[config.mk]
export PLATFORM = sky130hd
export DESIGN_NAME = bezier_progress_interpolator_flat
export DESIGN_NICKNAME = d
export VERILOG_FILES = /design/src/rtl/bpi_pkg.sv /design/src/rtl/bpi_req_if.sv /design/src/rtl/bpi_rsp_if.sv /design/src/rtl/bezier_progress_interpolator.sv /design/src/flat_wrapper.sv
export SDC_FILE = /design/constraint.sdc
export NUM_CORES = 2
export LEC_CHECK = 0
export ABC_AREA = 1
export BUFFER_PORTS_ARGS = -buffer_cell sky130_fd_sc_hd__buf_2
export CORE_MARGIN = 4
export CORE_UTILIZATION = 30
export DETAILED_ROUTE_END_ITERATION = 10
export GPL_TIMING_DRIVEN = 1
export PLACE_DENSITY = 0.48
export SYNTH_ARGS = -nofsm -noshare
export SYNTH_HDL_FRONTEND = slang
export SYNTH_SLANG_ARGS = --single-unit
[constraint.sdc]
create_clock -name clock -period 11.1 [get_ports clock]
set_input_delay 2.22 -clock clock [delete_from_list [all_inputs] [get_ports clock]]
set_output_delay 2.22 -clock clock [all_outputs]
set_load 0.01 [all_outputs]
[src/rtl/bpi_pkg.sv]
// ----------------------------------------------------------------------------
// bpi_pkg
// Shared types and constants for the Bezier progress interpolator.
// ----------------------------------------------------------------------------
package bpi_pkg;

   localparam int COORD_W    = 16;                   // signed Q8.8 component
   localparam int NUM_LANES  = 4;                    // x, y, z, w
   localparam int LANE_W     = $clog2(NUM_LANES);
   localparam int PROG_FRAC  = 16;                   // progress fraction bits
   localparam int PROG_W     = PROG_FRAC + 1;        // 0 .. 1.0 inclusive
   localparam int ELAPSED_W  = 16;
   localparam int DUR_W      = 16;
   localparam int ACTION_W   = 2;
   localparam int DIV_W      = ELAPSED_W + PROG_FRAC; // |elapsed| * ONE
   localparam int DIV_CNT_W  = $clog2(DIV_W);
   localparam int SUM_W      = DIV_W + 2;             // progress + signed delta
   localparam int PROD_W     = (COORD_W + 1) + (PROG_W + 1);
   localparam int CSR_IDX_W  = 3;
   localparam int CSR_DATA_W = NUM_LANES * COORD_W;

   localparam logic [PROG_W-1:0] PROG_ONE = PROG_W'(1) << PROG_FRAC;

   typedef logic signed [COORD_W-1:0]               coord_type;
   typedef logic [NUM_LANES-1:0][COORD_W-1:0]       point_type;

   typedef enum logic [ACTION_W-1:0] {
      ACT_ADVANCE = 2'd0,
      ACT_RESET   = 2'd1,
      ACT_FILL    = 2'd2
   } action_type;

   typedef enum logic [CSR_IDX_W-1:0] {
      REG_START    = 3'd0,
      REG_CONTROL  = 3'd1,
      REG_END      = 3'd2,
      REG_DURATION = 3'd3,
      REG_MODE     = 3'd4
   } csr_reg_type;

   typedef enum logic [2:0] {
      ST_IDLE,
      ST_DIVIDE,
      ST_CLAMP,
      ST_MULT,
      ST_ACCUM,
      ST_REPORT
   } state_type;

   // which lerp of the de Casteljau triple is in flight
   typedef enum logic [1:0] {
      PH_NEAR,    // start -> control (or start -> end when linear)
      PH_FAR,     // control -> end
      PH_BLEND    // p0 -> p1
   } phase_type;

endpackage

[src/rtl/bpi_req_if.sv]
// ----------------------------------------------------------------------------
// bpi_req_if
// Request channel: action code and elapsed time step.
// ----------------------------------------------------------------------------
interface bpi_req_if import bpi_pkg::*; ();

   logic                         valid;
   logic                         ready;
   logic [ACTION_W-1:0]          action;
   logic signed [ELAPSED_W-1:0]  elapsed;

   modport source (output valid, output action, output elapsed, input ready);
   modport sink   (input valid, input action, input elapsed, output ready);

endinterface

[src/rtl/bpi_rsp_if.sv]
// ----------------------------------------------------------------------------
// bpi_rsp_if
// Response channel: position, progress and finished flag.
// ----------------------------------------------------------------------------
interface bpi_rsp_if import bpi_pkg::*; ();

   logic                       valid;
   logic                       ready;
   logic signed [COORD_W-1:0]  pos_x;
   logic signed [COORD_W-1:0]  pos_y;
   logic signed [COORD_W-1:0]  pos_z;
   logic signed [COORD_W-1:0]  pos_w;
   logic [PROG_W-1:0]          progress_out;
   logic                       finished;

   modport source (output valid, output pos_x, output pos_y, output pos_z, output pos_w,
                   output progress_out, output finished, input ready);
   modport sink   (input valid, input pos_x, input pos_y, input pos_z, input pos_w,
                   input progress_out, input finished, output ready);

endinterface

[src/rtl/bezier_progress_interpolator.sv]
// ----------------------------------------------------------------------------
// bezier_progress_interpolator
// Moves a four-component Q8.8 point along a linear or quadratic Bezier path.
// ----------------------------------------------------------------------------
// Usage: each request item yields exactly one response item. A reset item
// (progress 0, position = start) or a fill item (progress 1.0, position = end)
// passes through ST_REPORT and is loaded into the response register as soon
// as that register is empty or being read. An advance item first runs the
// bit-serial restoring divider that forms elapsed * 65536 / duration, then
// the clamp state, then a multiply and an accumulate state per lerp on the
// single shared 17x18 multiplier - 4 lerps for a line (curve_mode 0), 12 for
// the de Casteljau quadratic (curve_mode 1) - then ST_REPORT loads the
// response. The block takes one item at a time; a finished response waits in
// its own register, so the next request is taken while it is still unread.
// Program start/control/end, duration and mode only while idle; writing them
// does not move the point, so follow a path change with a reset item.
// A duration of 0 acts as 1. Progress is unsigned Q1.16 clamped to [0, 1.0].
// ----------------------------------------------------------------------------
module bezier_progress_interpolator import bpi_pkg::*; (
   input  logic                   clock,
   input  logic                   reset,
   bpi_req_if.sink                req_ch,
   bpi_rsp_if.source              rsp_ch,
   input  logic                   csr_we,
   input  logic [CSR_IDX_W-1:0]   csr_index,
   input  logic [CSR_DATA_W-1:0]  csr_wdata
);

   // ---------------- registers ----------------
   state_type                state_ff, state_in;

   point_type                start_ff, start_in;
   point_type                ctrl_ff, ctrl_in;
   point_type                end_ff, end_in;
   logic [DUR_W-1:0]         dur_ff, dur_in;
   logic                     mode_ff, mode_in;

   logic [PROG_W-1:0]        progress_ff, progress_in;
   coord_type                pos_ff [NUM_LANES];
   coord_type                pos_in [NUM_LANES];

   // divider: quo_ff starts as the dividend and fills with quotient bits
   logic [DIV_W-1:0]         quo_ff, quo_in;
   logic [DUR_W-1:0]         rem_ff, rem_in;
   logic [DIV_CNT_W-1:0]     cnt_ff, cnt_in;
   logic                     neg_ff, neg_in;

   // lerp sequencer and shared multiplier
   logic [LANE_W-1:0]        lane_ff, lane_in;
   phase_type                phase_ff, phase_in;
   logic signed [PROD_W-1:0] prod_ff, prod_in;
   coord_type                a_ff, a_in;
   coord_type                p0_ff, p0_in;
   coord_type                p1_ff, p1_in;

   // response register
   logic                     rsp_valid_ff, rsp_valid_in;
   coord_type                rsp_pos_ff [NUM_LANES];
   coord_type                rsp_pos_in [NUM_LANES];
   logic [PROG_W-1:0]        rsp_prog_ff, rsp_prog_in;

   // ---------------- control strobes ----------------
   logic                     req_ready;
   logic                     req_fire;
   logic                     rsp_load;
   logic                     div_last;
   logic                     op_last;
   phase_type                last_phase;

   // ---------------- datapath helpers ----------------
   logic [DUR_W-1:0]         dur_eff;
   logic [ELAPSED_W-1:0]     elapsed_mag;
   logic [DUR_W:0]           rem_sh;
   logic [DUR_W+1:0]         trial;
   logic                     q_bit;
   logic signed [SUM_W-1:0]  delta;
   logic signed [SUM_W-1:0]  sum;
   logic [PROG_W-1:0]        clamped;
   coord_type                op_a;
   coord_type                op_b;
   logic signed [COORD_W:0]  op_diff;
   logic signed [PROD_W-1:0] scaled;
   coord_type                lerp_res;

   assign dur_eff     = (dur_ff == '0) ? DUR_W'(1) : dur_ff;
   assign elapsed_mag = req_ch.elapsed[ELAPSED_W-1] ? (~req_ch.elapsed + ELAPSED_W'(1))
                                                    : req_ch.elapsed;

   // one restoring step: shift in the next dividend bit, try the subtract
   assign rem_sh = {rem_ff, quo_ff[DIV_W-1]};
   assign trial  = {1'b0, rem_sh} - {2'b00, dur_eff};
   assign q_bit  = ~trial[DUR_W+1];

   // progress + signed quotient, clamped to [0, ONE]
   assign delta = neg_ff ? -$signed(SUM_W'(quo_ff)) : $signed(SUM_W'(quo_ff));
   assign sum   = delta + $signed(SUM_W'(progress_ff));

   always_comb begin : clamp_sum
      clamped = sum[PROG_W-1:0];
      if (sum < 0) begin
         clamped = '0;
      end else if (sum > $signed(SUM_W'(PROG_ONE))) begin
         clamped = PROG_ONE;
      end
   end

   // lerp operands: a + floor((b - a) * t / ONE)
   always_comb begin : operand_select
      op_a = coord_type'(start_ff[lane_ff]);
      op_b = coord_type'(end_ff[lane_ff]);
      if (mode_ff) begin
         unique case (phase_ff)
            PH_NEAR: begin
               op_b = coord_type'(ctrl_ff[lane_ff]);
            end
            PH_FAR: begin
               op_a = coord_type'(ctrl_ff[lane_ff]);
            end
            PH_BLEND: begin
               op_a = p0_ff;
               op_b = p1_ff;
            end
            default: begin
               op_a = p0_ff;
               op_b = p1_ff;
            end
         endcase
      end
   end

   assign op_diff  = {op_b[COORD_W-1], op_b} - {op_a[COORD_W-1], op_a};
   assign scaled   = prod_ff >>> PROG_FRAC;           // floor toward minus infinity
   assign lerp_res = coord_type'(a_ff + scaled[COORD_W-1:0]);

   assign last_phase = mode_ff ? PH_BLEND : PH_NEAR;

   // ---------------- FSM outputs ----------------
   always_comb begin : fsm_outputs
      req_ready = (state_ff == ST_IDLE);
      rsp_load  = (state_ff == ST_REPORT) && (!rsp_valid_ff || rsp_ch.ready);
      div_last  = (cnt_ff == DIV_CNT_W'(DIV_W - 1));
      op_last   = (lane_ff == LANE_W'(NUM_LANES - 1)) && (phase_ff == last_phase);
   end

   assign req_fire = req_ch.valid && req_ready;

   // ---------------- FSM next state ----------------
   always_comb begin : fsm_next
      state_in = state_ff;
      unique case (state_ff)
         ST_IDLE: begin
            if (req_fire) begin
               if (action_type'(req_ch.action) == ACT_ADVANCE) begin
                  state_in = ST_DIVIDE;
               end else begin
                  state_in = ST_REPORT;
               end
            end
         end
         ST_DIVIDE: begin
            if (div_last) begin
               state_in = ST_CLAMP;
            end
         end
         ST_CLAMP: begin
            state_in = ST_MULT;
         end
         ST_MULT: begin
            state_in = ST_ACCUM;
         end
         ST_ACCUM: begin
            state_in = op_last ? ST_REPORT : ST_MULT;
         end
         ST_REPORT: begin
            if (rsp_load) begin
               state_in = ST_IDLE;
            end
         end
         default: begin
            state_in = ST_IDLE;
         end
      endcase
   end

   // ---------------- datapath next values ----------------
   always_comb begin : datapath_next
      start_in    = start_ff;
      ctrl_in     = ctrl_ff;
      end_in      = end_ff;
      dur_in      = dur_ff;
      mode_in     = mode_ff;
      progress_in = progress_ff;
      pos_in      = pos_ff;
      quo_in      = quo_ff;
      rem_in      = rem_ff;
      cnt_in      = cnt_ff;
      neg_in      = neg_ff;
      lane_in     = lane_ff;
      phase_in    = phase_ff;
      prod_in     = prod_ff;
      a_in        = a_ff;
      p0_in       = p0_ff;
      p1_in       = p1_ff;
      rsp_pos_in  = rsp_pos_ff;
      rsp_prog_in = rsp_prog_ff;

      // the user must issue register writes only while idle; the block does not enforce it
      if (csr_we) begin
         unique case (csr_reg_type'(csr_index))
            REG_START:    start_in = csr_wdata;
            REG_CONTROL:  ctrl_in  = csr_wdata;
            REG_END:      end_in   = csr_wdata;
            REG_DURATION: dur_in   = csr_wdata[DUR_W-1:0];
            REG_MODE:     mode_in  = csr_wdata[0];
            default:      ;
         endcase
      end

      unique case (state_ff)
         ST_IDLE: begin
            if (req_fire) begin
               quo_in   = {elapsed_mag, PROG_FRAC'(0)};
               rem_in   = '0;
               cnt_in   = '0;
               neg_in   = req_ch.elapsed[ELAPSED_W-1];
               lane_in  = '0;
               phase_in = PH_NEAR;
               unique case (action_type'(req_ch.action))
                  ACT_ADVANCE: ;
                  ACT_RESET: begin
                     progress_in = '0;
                     for (int k = 0; k < NUM_LANES; k++) begin
                        pos_in[k] = coord_type'(start_ff[k]);
                     end
                  end
                  ACT_FILL: begin
                     progress_in = PROG_ONE;
                     for (int k = 0; k < NUM_LANES; k++) begin
                        pos_in[k] = coord_type'(end_ff[k]);
                     end
                  end
                  default: ;   // unused code: report current state
               endcase
            end
         end
         ST_DIVIDE: begin
            quo_in = {quo_ff[DIV_W-2:0], q_bit};
            rem_in = q_bit ? trial[DUR_W-1:0] : rem_sh[DUR_W-1:0];
            cnt_in = cnt_ff + DIV_CNT_W'(1);
         end
         ST_CLAMP: begin
            progress_in = clamped;
         end
         ST_MULT: begin
            prod_in = op_diff * $signed({1'b0, progress_ff});
            a_in    = op_a;
         end
         ST_ACCUM: begin
            if (!mode_ff || phase_ff == PH_BLEND) begin
               pos_in[lane_ff] = lerp_res;
            end else if (phase_ff == PH_NEAR) begin
               p0_in = lerp_res;
            end else begin
               p1_in = lerp_res;
            end
            if (phase_ff == last_phase) begin
               phase_in = PH_NEAR;
               lane_in  = lane_ff + LANE_W'(1);
            end else begin
               phase_in = phase_type'(phase_ff + 2'd1);
            end
         end
         ST_REPORT: begin
            if (rsp_load) begin
               rsp_pos_in  = pos_ff;
               rsp_prog_in = progress_ff;
            end
         end
         default: ;
      endcase
   end

   assign rsp_valid_in = rsp_load | (rsp_valid_ff & ~rsp_ch.ready);

   // ---------------- registers: control and path state ----------------
   always_ff @(posedge clock) begin
      if (reset) begin
         state_ff     <= ST_IDLE;
         rsp_valid_ff <= 1'b0;
         start_ff     <= '0;
         ctrl_ff      <= '0;
         end_ff       <= '0;
         dur_ff       <= DUR_W'(1);
         mode_ff      <= 1'b0;
         progress_ff  <= '0;
         cnt_ff       <= '0;
         lane_ff      <= '0;
         phase_ff     <= PH_NEAR;
         for (int k = 0; k < NUM_LANES; k++) begin
            pos_ff[k] <= '0;
         end
      end else begin
         state_ff     <= state_in;
         rsp_valid_ff <= rsp_valid_in;
         start_ff     <= start_in;
         ctrl_ff      <= ctrl_in;
         end_ff       <= end_in;
         dur_ff       <= dur_in;
         mode_ff      <= mode_in;
         progress_ff  <= progress_in;
         cnt_ff       <= cnt_in;
         lane_ff      <= lane_in;
         phase_ff     <= phase_in;
         pos_ff       <= pos_in;
      end
   end

   // ---------------- registers: payload ----------------
   always_ff @(posedge clock) begin
      quo_ff      <= quo_in;
      rem_ff      <= rem_in;
      neg_ff      <= neg_in;
      prod_ff     <= prod_in;
      a_ff        <= a_in;
      p0_ff       <= p0_in;
      p1_ff       <= p1_in;
      rsp_pos_ff  <= rsp_pos_in;
      rsp_prog_ff <= rsp_prog_in;
   end

   // ---------------- ports ----------------
   assign req_ch.ready        = req_ready;
   assign rsp_ch.valid        = rsp_valid_ff;
   assign rsp_ch.pos_x        = rsp_pos_ff[0];
   assign rsp_ch.pos_y        = rsp_pos_ff[1];
   assign rsp_ch.pos_z        = rsp_pos_ff[2];
   assign rsp_ch.pos_w        = rsp_pos_ff[3];
   assign rsp_ch.progress_out = rsp_prog_ff;
   assign rsp_ch.finished     = (rsp_prog_ff == PROG_ONE);

   // ---------------- assertions ----------------
   // progress never leaves [0, ONE]
   a_progress_range: assert property (@(posedge clock) disable iff (reset)
      progress_ff <= PROG_ONE)
      else $error("progress above one");

   // restoring divider keeps its partial remainder below the divisor
   a_rem_bound: assert property (@(posedge clock) disable iff (reset)
      (state_ff == ST_DIVIDE) |-> (rem_ff < dur_eff))
      else $error("divider remainder out of range");

   // a fill item lands progress at one, a reset item at zero
   a_fill_sets_one: assert property (@(posedge clock) disable iff (reset)
      (req_fire && action_type'(req_ch.action) == ACT_FILL) |=> (progress_ff == PROG_ONE))
      else $error("fill did not set progress");

   a_reset_sets_zero: assert property (@(posedge clock) disable iff (reset)
      (req_fire && action_type'(req_ch.action) == ACT_RESET) |=> (progress_ff == '0))
      else $error("reset item did not clear progress");

   // the lerp sequencer only runs after the divider has finished
   a_mult_after_clamp: assert property (@(posedge clock) disable iff (reset)
      ($rose(state_ff == ST_MULT) && $past(state_ff) != ST_ACCUM) |->
         ($past(state_ff) == ST_CLAMP))
      else $error("multiply entered without clamp");

endmodule
[src/flat_wrapper.sv]
// flat-port wrapper written by rule: the top's interface ports become plain ports
module bezier_progress_interpolator_flat import bpi_pkg::*;
  (clock, reset, csr_we, csr_index, csr_wdata, req_ch_valid, req_ch_action, req_ch_elapsed, req_ch_ready, rsp_ch_valid, rsp_ch_pos_x, rsp_ch_pos_y, rsp_ch_pos_z, rsp_ch_pos_w, rsp_ch_progress_out, rsp_ch_finished, rsp_ch_ready);
  bpi_req_if req_ch_i ();
  bpi_rsp_if rsp_ch_i ();
  input  logic clock;
  input  logic reset;
  input  logic csr_we;
  input  logic [CSR_IDX_W-1:0] csr_index;
  input  logic [CSR_DATA_W-1:0] csr_wdata;
  input wire logic [$bits(req_ch_i.valid)-1:0] req_ch_valid;
  input wire logic [$bits(req_ch_i.action)-1:0] req_ch_action;
  input wire logic [$bits(req_ch_i.elapsed)-1:0] req_ch_elapsed;
  output wire logic [$bits(req_ch_i.ready)-1:0] req_ch_ready;
  output wire logic [$bits(rsp_ch_i.valid)-1:0] rsp_ch_valid;
  output wire logic [$bits(rsp_ch_i.pos_x)-1:0] rsp_ch_pos_x;
  output wire logic [$bits(rsp_ch_i.pos_y)-1:0] rsp_ch_pos_y;
  output wire logic [$bits(rsp_ch_i.pos_z)-1:0] rsp_ch_pos_z;
  output wire logic [$bits(rsp_ch_i.pos_w)-1:0] rsp_ch_pos_w;
  output wire logic [$bits(rsp_ch_i.progress_out)-1:0] rsp_ch_progress_out;
  output wire logic [$bits(rsp_ch_i.finished)-1:0] rsp_ch_finished;
  input wire logic [$bits(rsp_ch_i.ready)-1:0] rsp_ch_ready;
  assign req_ch_i.valid = req_ch_valid;
  assign req_ch_i.action = req_ch_action;
  assign req_ch_i.elapsed = req_ch_elapsed;
  assign req_ch_ready = req_ch_i.ready;
  assign rsp_ch_valid = rsp_ch_i.valid;
  assign rsp_ch_pos_x = rsp_ch_i.pos_x;
  assign rsp_ch_pos_y = rsp_ch_i.pos_y;
  assign rsp_ch_pos_z = rsp_ch_i.pos_z;
  assign rsp_ch_pos_w = rsp_ch_i.pos_w;
  assign rsp_ch_progress_out = rsp_ch_i.progress_out;
  assign rsp_ch_finished = rsp_ch_i.finished;
  assign rsp_ch_i.ready = rsp_ch_ready;
  bezier_progress_interpolator u_core (.clock(clock), .reset(reset), .req_ch(req_ch_i), .rsp_ch(rsp_ch_i), .csr_we(csr_we), .csr_index(csr_index), .csr_wdata(csr_wdata));
endmodule
==> flow_metrics.env <==
export IMPL_status="finished clean"
export IMPL_peakVddDrop_mv=0.1359
export IMPL_finalMaxSlewViolations=0
export IMPL_gp_congestion=0.8884
export IMPL_holdWs_ns=0.4250
export IMPL_ys_types=54
export IMPL_setup_violations=0
export IMPL_synth_mux_area_share_pct=0
export IMPL_num_io_pins=174
export IMPL_finalClockSkew_ns=0.04497
export IMPL_start_kind="flop"
export IMPL_dieArea_sq_um=119900
export IMPL_postPlaceCellArea_sq_um=36760
export IMPL_maxSlewHeadroom_pct=17.29
export IMPL_syn_nets=4838
export IMPL_path_max_fanout=19
export IMPL_tightest_slew_ns=1.232
export IMPL_clk_insertion_delay_late_ns=0.65
export IMPL_postLayoutCoreUtil_pct=34.18
export IMPL_synth_area_sq_um=34340
export IMPL_path_delay_family="adder cells"
export IMPL_fmax_mhz=103.9
export IMPL_clockBufferDepth=3
export IMPL_clkTransAtPathRegs_ns=0.06
export IMPL_core_sq_um=113100
export IMPL_rows=123
export IMPL_postLayoutCellArea_sq_um=38660
export IMPL_vias=29160
export IMPL_diodes=0
export IMPL_final_hold_viol_count=0
export IMPL_cap_violations=0
export IMPL_yosysMostFrequentCell="nand2_1"
export IMPL_synthAdderAreaFrac_pct=19.90
export IMPL_hp_class="reg2reg"
export IMPL_slowest_delay_ns=0.92
export IMPL_yosysSeqAreaShare_pct=34.63
export IMPL_remaining_drc_errors=0
export IMPL_slowest_stage="xnor2_1"
export IMPL_syn_inst=4338
export IMPL_die_w_um=346.3
export IMPL_cts_resized=0
export IMPL_arrival_ns=10.01
export IMPL_grt_start_max_net_pins=104
export IMPL_syn_mean_instance_area_sq_um=7.915
export IMPL_grt_pass1_wl_mm=181.1
export IMPL_drive_gt1_share_pct=9.423
export IMPL_drt_iter0_markers=2238
export IMPL_yosys_area_share_simple_pct=19.24
export IMPL_worstSetupPathType="reg2reg"
export IMPL_synth_top_family_by_area="adder cells"
export IMPL_cts_tree="done"
export IMPL_yosys_top_cells_count="nand2_1 (682), nor2_1 (641), inv_1 (574), o21ai_0 (463), dfxtp_1 (303)"
export IMPL_grt_setup_unrepaired="false"
export IMPL_htreeDepth=2
export IMPL_postCtsHoldBufs=0
export IMPL_worst_slack_ns=1.479
export IMPL_yosysWarnings=0
export IMPL_crit_required_ns=11.49
export IMPL_avgViaCountPerCell=4.895
export IMPL_wirelength_mm=119.1
export IMPL_area_growth_pct=12.58
export IMPL_overflow=0
export IMPL_wl_per_cell_um=19.99
export IMPL_first_global_vias=28390
export IMPL_dp_slack_ns=1.507
export IMPL_cp_buffers_inverters=8
export IMPL_yosys_most_used_dff="dfxtp_1"
export IMPL_floorplan_initialDensity_pct=30.36
export IMPL_power_density_nw_per_um2=190.2
export IMPL_yosys_top_cells_area="dfxtp_1 (18%), edfxtp_1 (17%), fa_1 (13%)"
export IMPL_ys_async_sr_fraction_pct=0
export IMPL_crit_path_end_kind="flop"
export IMPL_cts_root_buf="clkbuf_16"
export IMPL_die_h_um=346.3
export IMPL_synth_compound_area_share_pct=14.96
export IMPL_synth_xor_area_share_pct=2.474
export IMPL_fin_nets=4910
export IMPL_period_needed_ns=9.621
export IMPL_grt_antenna_before_repair=4
export IMPL_ant_nets=0
export IMPL_cts_made_buffers=55
export IMPL_leakagePower_uw=0.01725
export IMPL_synth_top_cell_area_share_pct=17.67
export IMPL_first_pass_iters=5
export IMPL_period_share_pct=86.67
export IMPL_cts_num_sinks=497
export IMPL_setup_tns_final_ns=0
export IMPL_place_hpwl_mm=89.33
export IMPL_crit_path_frequent_cell="inv_1"
export IMPL_port_buffers=173
export IMPL_post_cts_buffers=0
export IMPL_grt_use_total_pct=19.42
export IMPL_ys_ff_latch=497
export IMPL_synth_area_leader_cell="dfxtp_1"
export IMPL_synth_edf_count=194
## power breakdown
group | internal, uW | switching [uW] | total, uW
clock | 1090 | 816 | 1910
combinational | 959 | 2160 | 3120
sequential | 2190 | 134 | 2320
total | 4240 | 3110 | 7350
## layer usage
layer	part of all wire (%)	global-route usage, %	up-vias
li1	-	-	14260
met1	47	27.29	14040
met2	45	31.36	727
met5	0	0	-
met4	2.9	5.371	0
met3	4.6	2.623	142
## registers in the layout, summed over array words and instances (netlist names), 17 cells and up
register and cells:
u_core.ctrl_ff 64, u_core.end_ff 64, u_core.pos_ff 64, u_core.progress_ff 17, u_core.quo_ff 32, u_core.rsp_ch.progress_out 17
u_core.start_ff 64
## cells in the final DEF (no fill, tap or decap), types with 6 or more instances in the layout
| cell | count |
|---|---|
| a21o_1 | 12 |
| a21oi_1 | 281 |
| a221oi_1 | 9 |
| a22oi_1 | 19 |
| a31oi_1 | 48 |
| buf_2 | 173 |
| buf_4 | 47 |
| clkbuf_1 | 12 |
| clkbuf_16 | 59 |
| clkbuf_8 | 10 |
| clkinv_1 | 8 |
| clkinv_2 | 10 |
| dfxtp_1 | 302 |
| edfxtp_1 | 194 |
| fa_1 | 227 |
| ha_1 | 182 |
| inv_1 | 570 |
| inv_2 | 12 |
| inv_6 | 6 |
| nand2_1 | 681 |
| nand2_2 | 16 |
| nand3_1 | 103 |
| nand3_2 | 8 |
| nand4_1 | 41 |
| nor2_1 | 638 |
| nor2_2 | 15 |
| nor2_4 | 6 |
| nor3_1 | 19 |
| nor4_1 | 12 |
| o211ai_1 | 46 |
| o21a_1 | 6 |
| o21ai_0 | 463 |
| o21ai_1 | 8 |
| o21bai_1 | 7 |
| o22ai_1 | 30 |
| or2_2 | 26 |
| xnor2_1 | 29 |
| xor2_1 | 68 |
## area by class of cell
| cell class | instances | area (sq um) |
|---|---|---|
| Fill cell | 12070 | 74460 |
| Multi-Input combinational cell | 3043 | 19490 |
| Sequential cell | 497 | 11890 |
| Inverter | 590 | 2221 |
| Tap cell | 1500 | 1877 |
| Clock buffer | 81 | 1659 |
| Timing Repair Buffer | 223 | 1279 |
| Clock inverter | 23 | 237.7 |
## logic make-up (layout without fill, tap and decap cells)
family	count (synthesis)	count (layout)
buffers and inverters	798	917
AOI/OAI and AO/OA	947	947
xor gates and xnor gates	97	97
DFF	497	497
and+or+nand+nor	1589	1589
adders and majority gates	410	410
## final timing paths
kind                                    from                               end  slack (ns)  cells after the start
max          u_core.phase_ff[0]$_SDFFE_PP0P_      u_core.prod_ff[31]$_DFFE_PP_        1.48                     37
max reg2reg  u_core.phase_ff[0]$_SDFFE_PP0P_      u_core.prod_ff[31]$_DFFE_PP_        1.48                     37
min            u_core.pos_ff[9]$_SDFFE_PP0P_  u_core.rsp_ch.pos_w[9]$_DFFE_PP_        0.43                      0
min reg2reg    u_core.pos_ff[9]$_SDFFE_PP0P_  u_core.rsp_ch.pos_w[9]$_DFFE_PP_        0.43                      0
## through the flow
step,total power (uW),instances
after CTS,7411,5957
after detailed placement,5460,5853
after global placement,5475,5853
final,7352,5957
after global routing,7896,5957
after floorplan,4406,4338
## worst register-to-register path: cells and delay by family (launching register included)
kind	cells	cell delay, ns
xor+xnor	2	1.01
compound gates	8	1.66
fa+ha+maj	9	3.52
simple gates	10	1.14
buf+inv	8	1.73
flops	1	0.37
Note: power is estimated with default switching activity, not from simulation.
